===== src/sv/tlik_pkg.sv =====
// ----------------------------------------------------------------------------
// tlik_pkg
// Shared types, constants and helper functions of the two-link IK core.
// ----------------------------------------------------------------------------
package tlik_pkg;

	localparam int COORD_WIDTH       = 16;
	localparam int CORDIC_STAGES_DEF = 16;
	localparam int VEC_W             = 38;   // cordic x/y datapath
	localparam int ANG_W             = 34;   // binary angle, 2^32 = one turn
	localparam int ZDIFF_W           = 35;   // angle difference into conversion

	localparam logic [15:0] LINK_RESET = 16'd1536;

	// configuration register indexes
	localparam logic REG_LINK1 = 1'b0;
	localparam logic REG_LINK2 = 1'b1;

	localparam logic signed [ANG_W-1:0] QUARTER_TURN = 34'sd1073741824;
	// 2*pi in Q28, turns binary angle into Q4.12 radians after >> 48
	localparam logic [30:0] TWO_PI_Q28 = 31'd1686629713;

	typedef struct packed {
		logic signed [COORD_WIDTH-1:0] foot_x;
		logic signed [COORD_WIDTH-1:0] foot_y;
		logic signed [COORD_WIDTH-1:0] base_x;
		logic signed [COORD_WIDTH-1:0] base_y;
	} target_t;

	typedef struct packed {
		logic signed [15:0] hip_angle;
		logic signed [15:0] knee_angle;
	} joint_t;

	typedef struct packed {
		logic                    zero;
		logic signed [VEC_W-1:0] x;
		logic signed [VEC_W-1:0] y;
		logic signed [ANG_W-1:0] z;
	} cvec_t;

	function automatic logic signed [ANG_W-1:0] atan_entry(input int i);
		logic [31:0] v;
		unique case (i)
			0:  v = 32'h20000000;
			1:  v = 32'h12E4051D;
			2:  v = 32'h09FB385B;
			3:  v = 32'h051111D4;
			4:  v = 32'h028B0D43;
			5:  v = 32'h0145D7E1;
			6:  v = 32'h00A2F61E;
			7:  v = 32'h00517C55;
			8:  v = 32'h0028BE53;
			9:  v = 32'h00145F2F;
			10: v = 32'h000A2F98;
			11: v = 32'h000517CC;
			12: v = 32'h00028BE6;
			13: v = 32'h000145F3;
			14: v = 32'h0000A2F9;
			15: v = 32'h0000517C;
			16: v = 32'h000028BE;
			17: v = 32'h0000145F;
			18: v = 32'h00000A2F;
			19: v = 32'h00000517;
			20: v = 32'h0000028B;
			21: v = 32'h00000145;
			22: v = 32'h000000A2;
			23: v = 32'h00000051;
			24: v = 32'h00000028;
			25: v = 32'h00000014;
			26: v = 32'h0000000A;
			27: v = 32'h00000005;
			28: v = 32'h00000002;
			29: v = 32'h00000001;
			default: v = 32'h00000000;
		endcase
		return $signed({2'b00, v});
	endfunction

	// flag the null vector and rotate the left half plane by a quarter turn
	function automatic cvec_t cordic_prep(input logic signed [VEC_W-1:0] x,
			input logic signed [VEC_W-1:0] y);
		cvec_t v;
		v.zero = (x == '0) && (y == '0);
		v.x    = x;
		v.y    = y;
		v.z    = '0;
		if (x < 0) begin
			if (y >= 0) begin
				v.x = y;
				v.y = -x;
				v.z = QUARTER_TURN;
			end else begin
				v.x = -y;
				v.y = x;
				v.z = -QUARTER_TURN;
			end
		end
		return v;
	endfunction

endpackage


===== src/sv/tlik_cordic_cell.sv =====
// ----------------------------------------------------------------------------
// tlik_cordic_cell
// One vectoring CORDIC micro-rotation with its angle table entry.
// ----------------------------------------------------------------------------
module tlik_cordic_cell #(
	parameter int STAGE = 0
) (
	input  logic            clk,
	input  logic            en,
	input  tlik_pkg::cvec_t vin,
	output tlik_pkg::cvec_t vout
);
	import tlik_pkg::*;

	localparam logic signed [ANG_W-1:0] ATAN = atan_entry(STAGE);

	logic signed [VEC_W-1:0] xs;
	logic signed [VEC_W-1:0] ys;
	cvec_t nxt;
	cvec_t v_s1;

	always_comb begin
		xs       = vin.x >>> STAGE;
		ys       = vin.y >>> STAGE;
		nxt.zero = vin.zero;
		if (vin.y > 0) begin
			nxt.x = vin.x + ys;
			nxt.y = vin.y - xs;
			nxt.z = vin.z + ATAN;
		end else begin
			nxt.x = vin.x - ys;
			nxt.y = vin.y + xs;
			nxt.z = vin.z - ATAN;
		end
	end

	always_ff @(posedge clk) begin
		if (en) begin
			v_s1 <= nxt;
		end
	end

	assign vout = v_s1;

endmodule


===== config.mk =====
export PLATFORM = sky130hd
export DESIGN_NAME = tlik_cordic_cell
export DESIGN_NICKNAME = d
export VERILOG_FILES = /design/src/sv/tlik_pkg.sv /design/src/sv/tlik_cordic_cell.sv
export SDC_FILE = /design/constraint.sdc
export NUM_CORES = 1
export LEC_CHECK = 0
export CORE_UTILIZATION = 51
export DETAILED_ROUTE_END_ITERATION = 10
export DONT_BUFFER_PORTS = 1
export GPL_TIMING_DRIVEN = 0
export MAX_ROUTING_LAYER = met4
export PLACE_DENSITY = 0.66
export SETUP_SLACK_MARGIN = 0.02
export SLEW_MARGIN = 20
export SYNTH_ARGS = -nofsm -noshare
export SYNTH_HDL_FRONTEND = slang
export SYNTH_SLANG_ARGS = --single-unit
export TNS_END_PERCENT = 5

===== constraint.sdc =====
create_clock -name clk -period 5.4 [get_ports clk]
set_input_delay 0.27 -clock clk [delete_from_list [all_inputs] [get_ports clk]]
set_output_delay 0.27 -clock clk [all_outputs]
set_load 0.05 [all_outputs]

== Word-level counts from Yosys, hierarchy flattened ==
Index checks and enable logic that the tools add are counted.
Operators by class
  $lt $le $gt $ge: 1
  $add $sub $neg: 5
  muxes and demuxes: 1
Operators with widths (number)
  two-way mux 110 bit: 1
  subtractor 38 bit: 2
  adder 38 bit: 1
  greater-than comparator 38 x 1 -> 1 bit, second input constant: 1
  adder 34 x 31 -> 34 bit, second input constant: 1
  subtractor 34 x 31 -> 34 bit, second input constant: 1
Storage, ports and cells
  bits of input ports: 113
  logic and storage cells: 11
  output and inout bits: 111
  register bits after elaboration: 111

== Logic depth before layout (Yosys ltp) ==
Gate-level depths: netlist (run 1).
  depth after elaboration: 2
  depth in mapped cells: 12
  mapped depth without buffers: 12

== Worst setup path before layout (run 1) ==
OpenSTA, ideal clock, no wires.
  kind: input -> register
  start point: input port vin[34] (netlist name)
  end point: register v_s1 (netlist bit vout[106]), data pin
  arrival time: 2568 ps
  required time: 5132 ps
  setup slack: 2564 ps
  setup time: 268 ps
  cell stages on the path: 11
  cell sequence: ha_1 > fa_1 > nor2b_1 > o211ai_1 > o211ai_2 > nand2_1 > a31oi_1 > a31o_2 > a2111oi_0 > o21ai_0 > xnor2_1
RTL lines
  start, declared: line tlik_cordic_cell.sv:10  | input tlik_pkg::cvec_t vin,
  end signal, assigned: line tlik_cordic_cell.sv:39  | v_s1 <= nxt;
  end, declared: line tlik_cordic_cell.sv:20  | cvec_t v_s1;

==> results of run 1 <==
==> cell usage after synthesis, types with 3 or more instances <==
library cell / instances
fa_1: 4
or2_2: 3
nand4_1: 20
o211ai_1: 12
inv_1: 116
xor2_1: 10
nand3_1: 18
nor3_1: 24
a21o_1: 30
clkinv_1: 5
a22oi_1: 3
a21oi_1: 143
a211o_1: 3
a211oi_1: 8
a31oi_1: 12
o2111ai_1: 4
a21boi_0: 4
a2111oi_0: 3
clkbuf_1: 29
nor4_1: 14
mux2i_1: 11
o21ai_0: 85
nor3b_1: 3
xnor2_1: 67
o21bai_1: 29
nor2_1: 88
o21a_1: 10
nor2b_1: 15
buf_1: 12
o31ai_1: 7
a41oi_1: 3
a311o_1: 3
and3_1: 7
a31o_2: 4
a221oi_1: 4
buf_2: 9
a311oi_1: 4
nand2b_1: 9
o22ai_1: 6
nand2_1: 57
and2_1: 6
edfxtp_1: 110
ha_1: 123
==> critical path, cell delays in order <==
cell and delay (ns):
nor4_1 0.82, nand4_1 0.40, nor3_1 0.28, nor2_1 0.19
clkinv_1 0.22, clkbuf_1 0.51, buf_1 0.80, ha_1 0.42
a21o_1 0.17, a21oi_1 0.17, xnor2_1 0.15, xnor2_1 0.08
==> how the worst max path moves through the flow <==
stage               startpoint             endpoint  slack [ns]  cells after the start
floorplan              vin[34]  vout[106]$_DFFE_PP_        2.56                     11
global placement       vin[66]   vout[33]$_DFFE_PP_        0.78                     12
detailed placement     vin[66]   vout[33]$_DFFE_PP_        0.65                     12
CTS                    vin[66]   vout[33]$_DFFE_PP_        1.04                     12
global route           vin[66]   vout[33]$_DFFE_PP_        0.95                     12
finish                 vin[66]   vout[33]$_DFFE_PP_        0.98                     12
==> logic make-up after synthesis <==
kind of cell,share of synthesized area (%)
DFF,32.4
xor gates and xnor gates,6.62
adders and majority gates,15.9
and+or+nand+nor,12.8
muxes,1.08
AOI/OAI and AO/OA,24.6
buffers and inverters,6.56
==> final cells by class <==
cell class | count | area, um2 | area share [%]
plain buffers | 51 | 206 | 1.86
repair buffers | 31 | 310 | 2.79
flip-flops and latches | 110 | 3300 | 29.7
clock inverters | 6 | 62.6 | 0.562
multi-input cells | 889 | 6220 | 55.9
inverters | 123 | 462 | 4.15
well taps | 265 | 332 | 2.98
clock buffers | 10 | 229 | 2.06
==> power by group through the flow <==
| stage | clock [mW] | sequential, mW | combinational (mW) |
|---|---|---|---|
| floorplan | 0 | 1.59 | 0.616 |
| global placement | 0 | 1.61 | 0.849 |
| detailed placement | 0 | 1.61 | 0.846 |
| CTS | 0.692 | 1.59 | 0.870 |
| global route | 0.728 | 1.60 | 0.965 |
| finish | 0.681 | 1.59 | 0.897 |
==> per-layer routing <==
| metal | vias up | wire length, um | track usage, % |
|---|---|---|---|
| li1 | 4299 | - | - |
| met1 | 4477 | 15400 | 47.0 |
| met2 | 527 | 15800 | 54.3 |
| met3 | 62 | 3120 | 6.06 |
| met4 | 0 | 1010 | 10.9 |
| met5 | - | 0 | - |
==> placed cells by master (no fill, tap or decap), types with 5 or more instances in the layout <==
cell type | netlist | final
o21ai_0 | 85 | 85
a21oi_1 | 143 | 143
a31oi_1 | 12 | 12
xor2_1 | 10 | 10
inv_1 | 116 | 116
edfxtp_1 | 110 | 110
and2_1 | 6 | 6
clkbuf_1 | 29 | 30
o22ai_1 | 6 | 6
a211oi_1 | 8 | 8
o21a_1 | 10 | 10
nor4_1 | 14 | 14
nor2_1 | 88 | 88
nand4_1 | 20 | 20
and3_1 | 7 | 7
ha_1 | 123 | 123
nand3_1 | 18 | 18
clkbuf_16 | 0 | 9
o21bai_1 | 29 | 29
nor3_1 | 24 | 24
clkinv_1 | 5 | 5
dlygate4sd3_1 | 0 | 31
nand2b_1 | 9 | 9
xnor2_1 | 67 | 67
buf_2 | 9 | 9
buf_1 | 12 | 12
nand2_1 | 57 | 57
nor2b_1 | 15 | 15
o31ai_1 | 7 | 7
a21o_1 | 30 | 30
o211ai_1 | 12 | 12
mux2i_1 | 11 | 11
==> per-stage QoR <==
| step | util [%] | cells |
|---|---|---|
| 2_1_floorplan | - | 1173 |
| 3_3_place_gp | 53.9 | 1438 |
| 3_5_place_dp | 53.9 | 1438 |
| 4_1_cts | 56.7 | 1480 |
| 5_1_grt | 57.0 | 1485 |
| 6_report | 57.0 | 1485 |
==> impl_metrics.tcl, run 1 <==
set metrics [dict create \
    antenna_found_initial 0 \
    power.switching_mw 1.40 \
    rows 51 \
    netlist_area_um2 10200 \
    synthTopCellsByArea "edfxtp_1, ha_1, a21oi_1, xnor2_1, inv_1" \
    switching_share_pct 44.2 \
    synth_top_area_share_pct 32.4 \
    dr.pass1.iters 6 \
    worstSetupPathType "primary input to flip-flop" \
    peakVddDrop_mv 0.149 \
    post_dp_cell_area_um2 10500 \
    outcome "finished, final reports clean" \
    die_area_um2 20500 \
    whs_ns 0.0289 \
    drt-total-wl_um 35300 \
    setup_violations 0 \
    yosysUniqueCellTypes 71 \
    grt_start_max_net_pins 111 \
    grt_pass1_wl_um 52000 \
    route.detailed.drc 0 \
    setup_tns_ns 0 \
    whs_endpoint "vout[95]$_DFFE_PP_" \
    hold_depth 0 \
    leakagePower_nw 4.54 \
    post_drt_wl_per_cell_um 23.8 \
    slew_headroom_pct 30.2 \
    yosys_register_bits 110 \
    cts.reportedPaths.clkPinSlew_ns 0.09 \
    cts_root_buffer "clkbuf_16" \
    drive_gt1_share_pct 3.52 \
    cp_data_arrival_time_ns 4.50 \
    synth_top_area_cell "edfxtp_1" \
    hp-class "primary input to flip-flop" \
    synth_cells 1173 \
    postSynth.topFlopCell "edfxtp_1" \
    fin_area_um2 11100 \
    synthesis.nets 1413 \
    largest_reg_flops 110 \
    combPwrFrac_pct 28.3 \
    holdBufCountCts 26 \
    cts-resized-gates 0 \
    cts_tree "yes" \
    place_ws_ns 0.651 \
    drt-initial-drc-count 848 \
    gp_congestion 1.04 \
    fin_crit_ns 4.42 \
    io_pins 224 \
    cts_sinks 110 \
    hold_violations 0 \
    syn_avg_cell_area_um2 8.69 \
    required_ns 5.49 \
    p_clk_share_pct 21.5 \
    synthToLayoutAreaGrowth_pct 9.17 \
    seqPwrFrac_pct 50.2 \
    cts.htree.levels 3 \
    timing.final.crit_share_pct 81.8 \
    final_antenna_net_count 0 \
    cts_setup_buffers 0 \
    initial_core_util_pct 52.2 \
    post-dp-hpwl_um 27600 \
    synth_seq_area_share_pct 32.4 \
    critPathLaunchType "primary input" \
    finalPower_mw 3.17 \
    synth_edf_count 110 \
    setup_ws_ns 0.983 \
    grt_pass1_vias 8765 \
    fin_nets 1455 \
    worst_pin_slew_ns 1.05 \
    die_h_um 143 \
    grt_usage_pct 35.2 \
    n_fill_cell 1869 \
    core_um2 19500 \
    numPortBuffers 0 \
    hp-start "en" \
    via_count 9365 \
    fp.dieW_um 143 \
    cts_made_buffers 9 \
    cp_max_fo 13 \
    grt_overflow 0 \
    cts_buffer_depth 2 \
    maxCapViolations 0 \
    diodes 0 \
    end_kind "flip-flop" \
    powerDensity_nw_per_um2 285 \
    async_flop_share_pct 0 \
    rsz0062_at_grt "false" \
    fmax_ghz 0.226 \
    ys_warn_count 0 \
    via_per_inst 6.31 \
    slew_violations 0 \
    internal-power_mw 1.77 \
]
Power figures use the tool's default switching activity.
==> run 2: changes to the inputs <==
--- a/config.mk
+++ b/config.mk
@@ -10,7 +10,7 @@
 export DONT_BUFFER_PORTS = 1
 export GPL_TIMING_DRIVEN = 0
 export MAX_ROUTING_LAYER = met4
-export PLACE_DENSITY = 0.66
+export PLACE_DENSITY = 0.69
 export SETUP_SLACK_MARGIN = 0.02
 export SLEW_MARGIN = 20
 export SYNTH_ARGS = -nofsm -noshare
==> constraint.sdc (replaced) <==
create_clock -name clk -period 3.9 [get_ports clk]
set_input_delay 0.195 -clock clk [delete_from_list [all_inputs] [get_ports clk]]
set_output_delay 0.195 -clock clk [all_outputs]
set_load 0.05 [all_outputs]
==> run 2 against run 1 <==
  * Critical path depth stayed put
  * Non-clock buffer count is 1 higher
  * Sequential power is 38% higher
  * Highest routed layer unchanged
==> impl_metrics.tcl, run 2 (synthesis results as in run 1) <==
set metrics [dict create \
    outcome "finished, final reports clean" \
    timing.final.crit_share_pct 93.9 \
    cts_sinks 110 \
    required_ns 3.99 \
    setup_ws_ns 0.238 \
    drt-total-wl_um 34900 \
    hp-class "primary input to flip-flop" \
    gp_congestion 0.999 \
    fmax_ghz 0.273 \
    final_antenna_net_count 0 \
    via_per_inst 6.29 \
    via_count 9347 \
    slew_violations 0 \
    rsz0062_at_grt "false" \
    die_h_um 143 \
    drive_gt1_share_pct 3.77 \
    worst_pin_slew_ns 1.06 \
    diodes 0 \
    grt_usage_pct 35.0 \
    grt_pass1_vias 8866 \
    leakagePower_nw 4.56 \
    place_ws_ns -0.662 \
    dr.pass1.iters 6 \
    final_util_pct 57.2 \
    drt-initial-drc-count 898 \
    dr_wl_met2_um 15900 \
    io_pins 224 \
    grt_start_max_net_pins 111 \
    rows 51 \
    cts.htree.levels 3 \
    grt_overflow 0 \
    hold_violations 0 \
    largest_reg_flops 110 \
    topRoutingLayerUsed "met4" \
    maxCapViolations 0 \
    peakVddDrop_mv 0.194 \
    finalPower_mw 4.40 \
    cts_tree "yes" \
    initial_core_util_pct 52.2 \
    cts.reportedPaths.clkPinSlew_ns 0.08 \
    fin_crit_ns 3.66 \
    setup_tns_ns 0 \
    numPortBuffers 0 \
    end_kind "flip-flop" \
    antenna_found_initial 0 \
    cp_data_arrival_time_ns 3.75 \
    slew_headroom_pct 29.5 \
    cts_root_buffer "clkbuf_16" \
    fp.dieW_um 143 \
    cts_made_buffers 9 \
    cp_max_fo 13 \
    post_drt_wl_per_cell_um 23.5 \
    synthToLayoutAreaGrowth_pct 9.57 \
    fin_nets 1456 \
    cts_setup_buffers 0 \
    wl_met3_um 3250 \
    wl_met1_um 14900 \
    die_area_um2 20500 \
    core_um2 19500 \
    final_common_cell "a21oi_1" \
    critPathLaunchType "primary input" \
    powerDensity_nw_per_um2 394 \
    cts_buffer_depth 2 \
    final_cell_mix "a21oi_1, ha_1, inv_1" \
    grt_pass1_wl_um 52100 \
    route.detailed.drc 0 \
    worstSetupPathType "primary input to flip-flop" \
    post-dp-hpwl_um 27400 \
    setup_violations 0 \
]
## run 2: metrics by stage
stage               cell area (um2)  instances  hold slack (ns)
floorplan                     10200       1173            0.294
global placement              10500       1438            0.294
detailed placement            10500       1438            0.294
CTS                           11200       1486           0.0864
global route                  11200       1486            0.103
finish                        11200       1486           0.0965
## run 2: power by group
part           total (mW)  switching, mW  internal, mW
clock               0.937          0.482         0.454
sequential           2.20          0.656          1.55
combinational        1.26          0.810         0.453
total                4.40           1.95          2.45
## run 2: per-layer routing
layer	track usage [%]	vias up
li1	-	4303
met1	46.0	4472
met2	54.6	525
met3	6.23	47
met4	11.4	0
met5	-	-
## run 2: layout make-up
class                           count  area [um2]
Inverter                          123         462
Fill cell                        1855        8360
Clock buffer                       10         229
Tap cell                          265         332
Clock inverter                      6        67.6
Buffer                             51         208
Sequential cell                   110        3300
Multi-Input combinational cell    889        6220
Timing Repair Buffer               32         338
## run 2: what timing repair did
item,4_1_cts,5_1_grt
hold endpoints to repair,141,0
setup endpoints to repair,2,1
hold buffers,32,0
resized for setup,1,1
## run 2: worst paths after layout
path,startpoint,to,cells past startpoint
worst max-delay path,vin[66],vout[33]$_DFFE_PP_,12
worst min-delay path,vin[30],vout[30]$_DFFE_PP_,1
## run 2: worst max-delay path, cell delays in order
cell and delay [ns]:
nor4_2 0.57, nand4_1 0.38, nor3_1 0.28, nor2_1 0.21, clkinv_1 0.20, clkbuf_1 0.52
buf_2 0.48, ha_1 0.34, a21o_1 0.16, a21oi_1 0.17, xnor2_1 0.15, xnor2_1 0.08
==> run 3: changes to the inputs <==
==> constraint.sdc (replaced) <==
create_clock -name clk -period 3.9 [get_ports clk]
set_input_delay 0 -clock clk [delete_from_list [all_inputs] [get_ports clk]]
set_output_delay 0 -clock clk [all_outputs]
set_load 0.05 [all_outputs]
==> run 3 against run 2 <==
  * Via count about the same
  * First-iteration DRC count is 1.3% higher
  * Largest power group unchanged
  * Non-clock buffer count grew 8
  * Cell count increased by 0.54%
  * Cell area rose by 0.66%
  * Total power increased by 0.24%
  * Flip-flop and latch count unchanged
  * Clock power about the same
==> impl_metrics.tcl, run 3 (synthesis results as in run 1) <==
set metrics [dict create \
    cts_made_buffers 9 \
    route.detailed.drc 0 \
    powerDensity_nw_per_um2 393 \
    hold_depth 2 \
    dr.pass1.iters 5 \
    drive_gt1_share_pct 3.66 \
    final_antenna_net_count 0 \
    rsz0062_at_grt "false" \
    maxCapViolations 0 \
    hp-start "vin[73]" \
    peakVddDrop_mv 0.195 \
    finalPower_mw 4.41 \
    initial_core_util_pct 52.2 \
    worst_pin_slew_ns 1.04 \
    final_common_cell "a21oi_1" \
    fin_nets 1464 \
    fmax_ghz 0.263 \
    gp_congestion 0.999 \
    whs_ns 0.0168 \
    cts_buffer_depth 2 \
    cts.htree.levels 3 \
    placed_cells 1438 \
    cts_setup_buffers 0 \
    die_h_um 143 \
    slew_headroom_pct 30.9 \
    final_util_pct 57.5 \
    via_per_inst 6.25 \
    grt_pass1_wl_um 52300 \
    grt_pass1_vias 8923 \
    die_area_um2 20500 \
    numPortBuffers 0 \
    hp-class "primary input to flip-flop" \
    cp_data_arrival_time_ns 3.89 \
    drt-initial-drc-count 910 \
    post-dp-hpwl_um 27400 \
    final_cell_mix "a21oi_1, ha_1, inv_1" \
    antenna_found_initial 0 \
    grt_usage_pct 35.2 \
    cts_sinks 110 \
    critPathLaunchType "primary input" \
    cts_tree "yes" \
    end_kind "flip-flop" \
    cp_max_fo 13 \
    required_ns 3.99 \
    hold_violations 0 \
    timing.final.crit_share_pct 97.4 \
    grt_start_max_net_pins 111 \
    drt-total-wl_um 35100 \
    via_count 9341 \
    synthToLayoutAreaGrowth_pct 10.3 \
    whs_endpoint "vout[35]$_DFFE_PP_" \
    post_drt_wl_per_cell_um 23.5 \
    final-instance-count-excl-fill 1494 \
    cts.reportedPaths.clkPinSlew_ns 0.08 \
    io_pins 224 \
    rows 51 \
    slew_violations 0 \
    diodes 0 \
    cts_root_buffer "clkbuf_16" \
    outcome "finished, final reports clean" \
    setup_tns_ns 0 \
    core_um2 19500 \
    fin_crit_ns 3.80 \
    largest_reg_flops 110 \
    leakagePower_nw 4.59 \
    fp.dieW_um 143 \
    setup_violations 0 \
    grt_overflow 0 \
    worstSetupPathType "primary input to flip-flop" \
]
run 3: through the flow:
stage	area [um2]	setup WS [ns]
global route	11200	0.0346
CTS	11200	0.251
floorplan	10200	1.33
finish	11200	0.102
detailed placement	10500	-0.467
global placement	10500	-0.450
run 3: worst max-delay path by stage:
stage | to | from | slack, ns | cells after the start
floorplan | vout[106]$_DFFE_PP_ | vin[34] | 1.33 | 11
global placement | vout[33]$_DFFE_PP_ | vin[66] | -0.45 | 12
detailed placement | vout[33]$_DFFE_PP_ | vin[66] | -0.47 | 12
CTS | vout[33]$_DFFE_PP_ | vin[66] | 0.25 | 12
global route | vout[33]$_DFFE_PP_ | vin[66] | 0.03 | 12
finish | vout[33]$_DFFE_PP_ | vin[66] | 0.10 | 12
run 3: cell type report:
cell class                 count  area [um2]
fill                        1849        8290
sequential                   110        3300
tap                          265         332
inverter                     123         462
clock inverter                 6        67.6
clock buffer                  10         229
buffer                        51         208
multi-input combinational    889        6220
timing repair buffer          40         418
run 3: routing by layer:
metal | vias to the layer above | track usage (%) | share of wire [%]
li1 | 4323 | - | -
met4 | 0 | 11.9 | 3.1
met1 | 4435 | 46.2 | 43
met3 | 67 | 6.23 | 8.7
met5 | - | - | 0
met2 | 516 | 54.6 | 45
run 3: power by group:
part	internal [mW]	switching, mW
sequential	1.55	0.656
combinational	0.459	0.816
clock	0.454	0.482
total	2.46	1.95
run 3: timing repair:
action	in CTS	in global routing
hold endpoints to repair	146	1
hold buffers	38	2
endpoints found under the setup margin	1	0
resized for setup	1	0
run 3: critical path: stages:
cell      delay [ns]
nor4_1          0.84
nand4_1         0.44
nor3_1          0.30
nor2_1          0.21
clkinv_1        0.20
clkbuf_1        0.52
buf_2           0.47
ha_1            0.34
a21o_1          0.16
a21oi_1         0.17
xnor2_1         0.15
xnor2_1         0.08
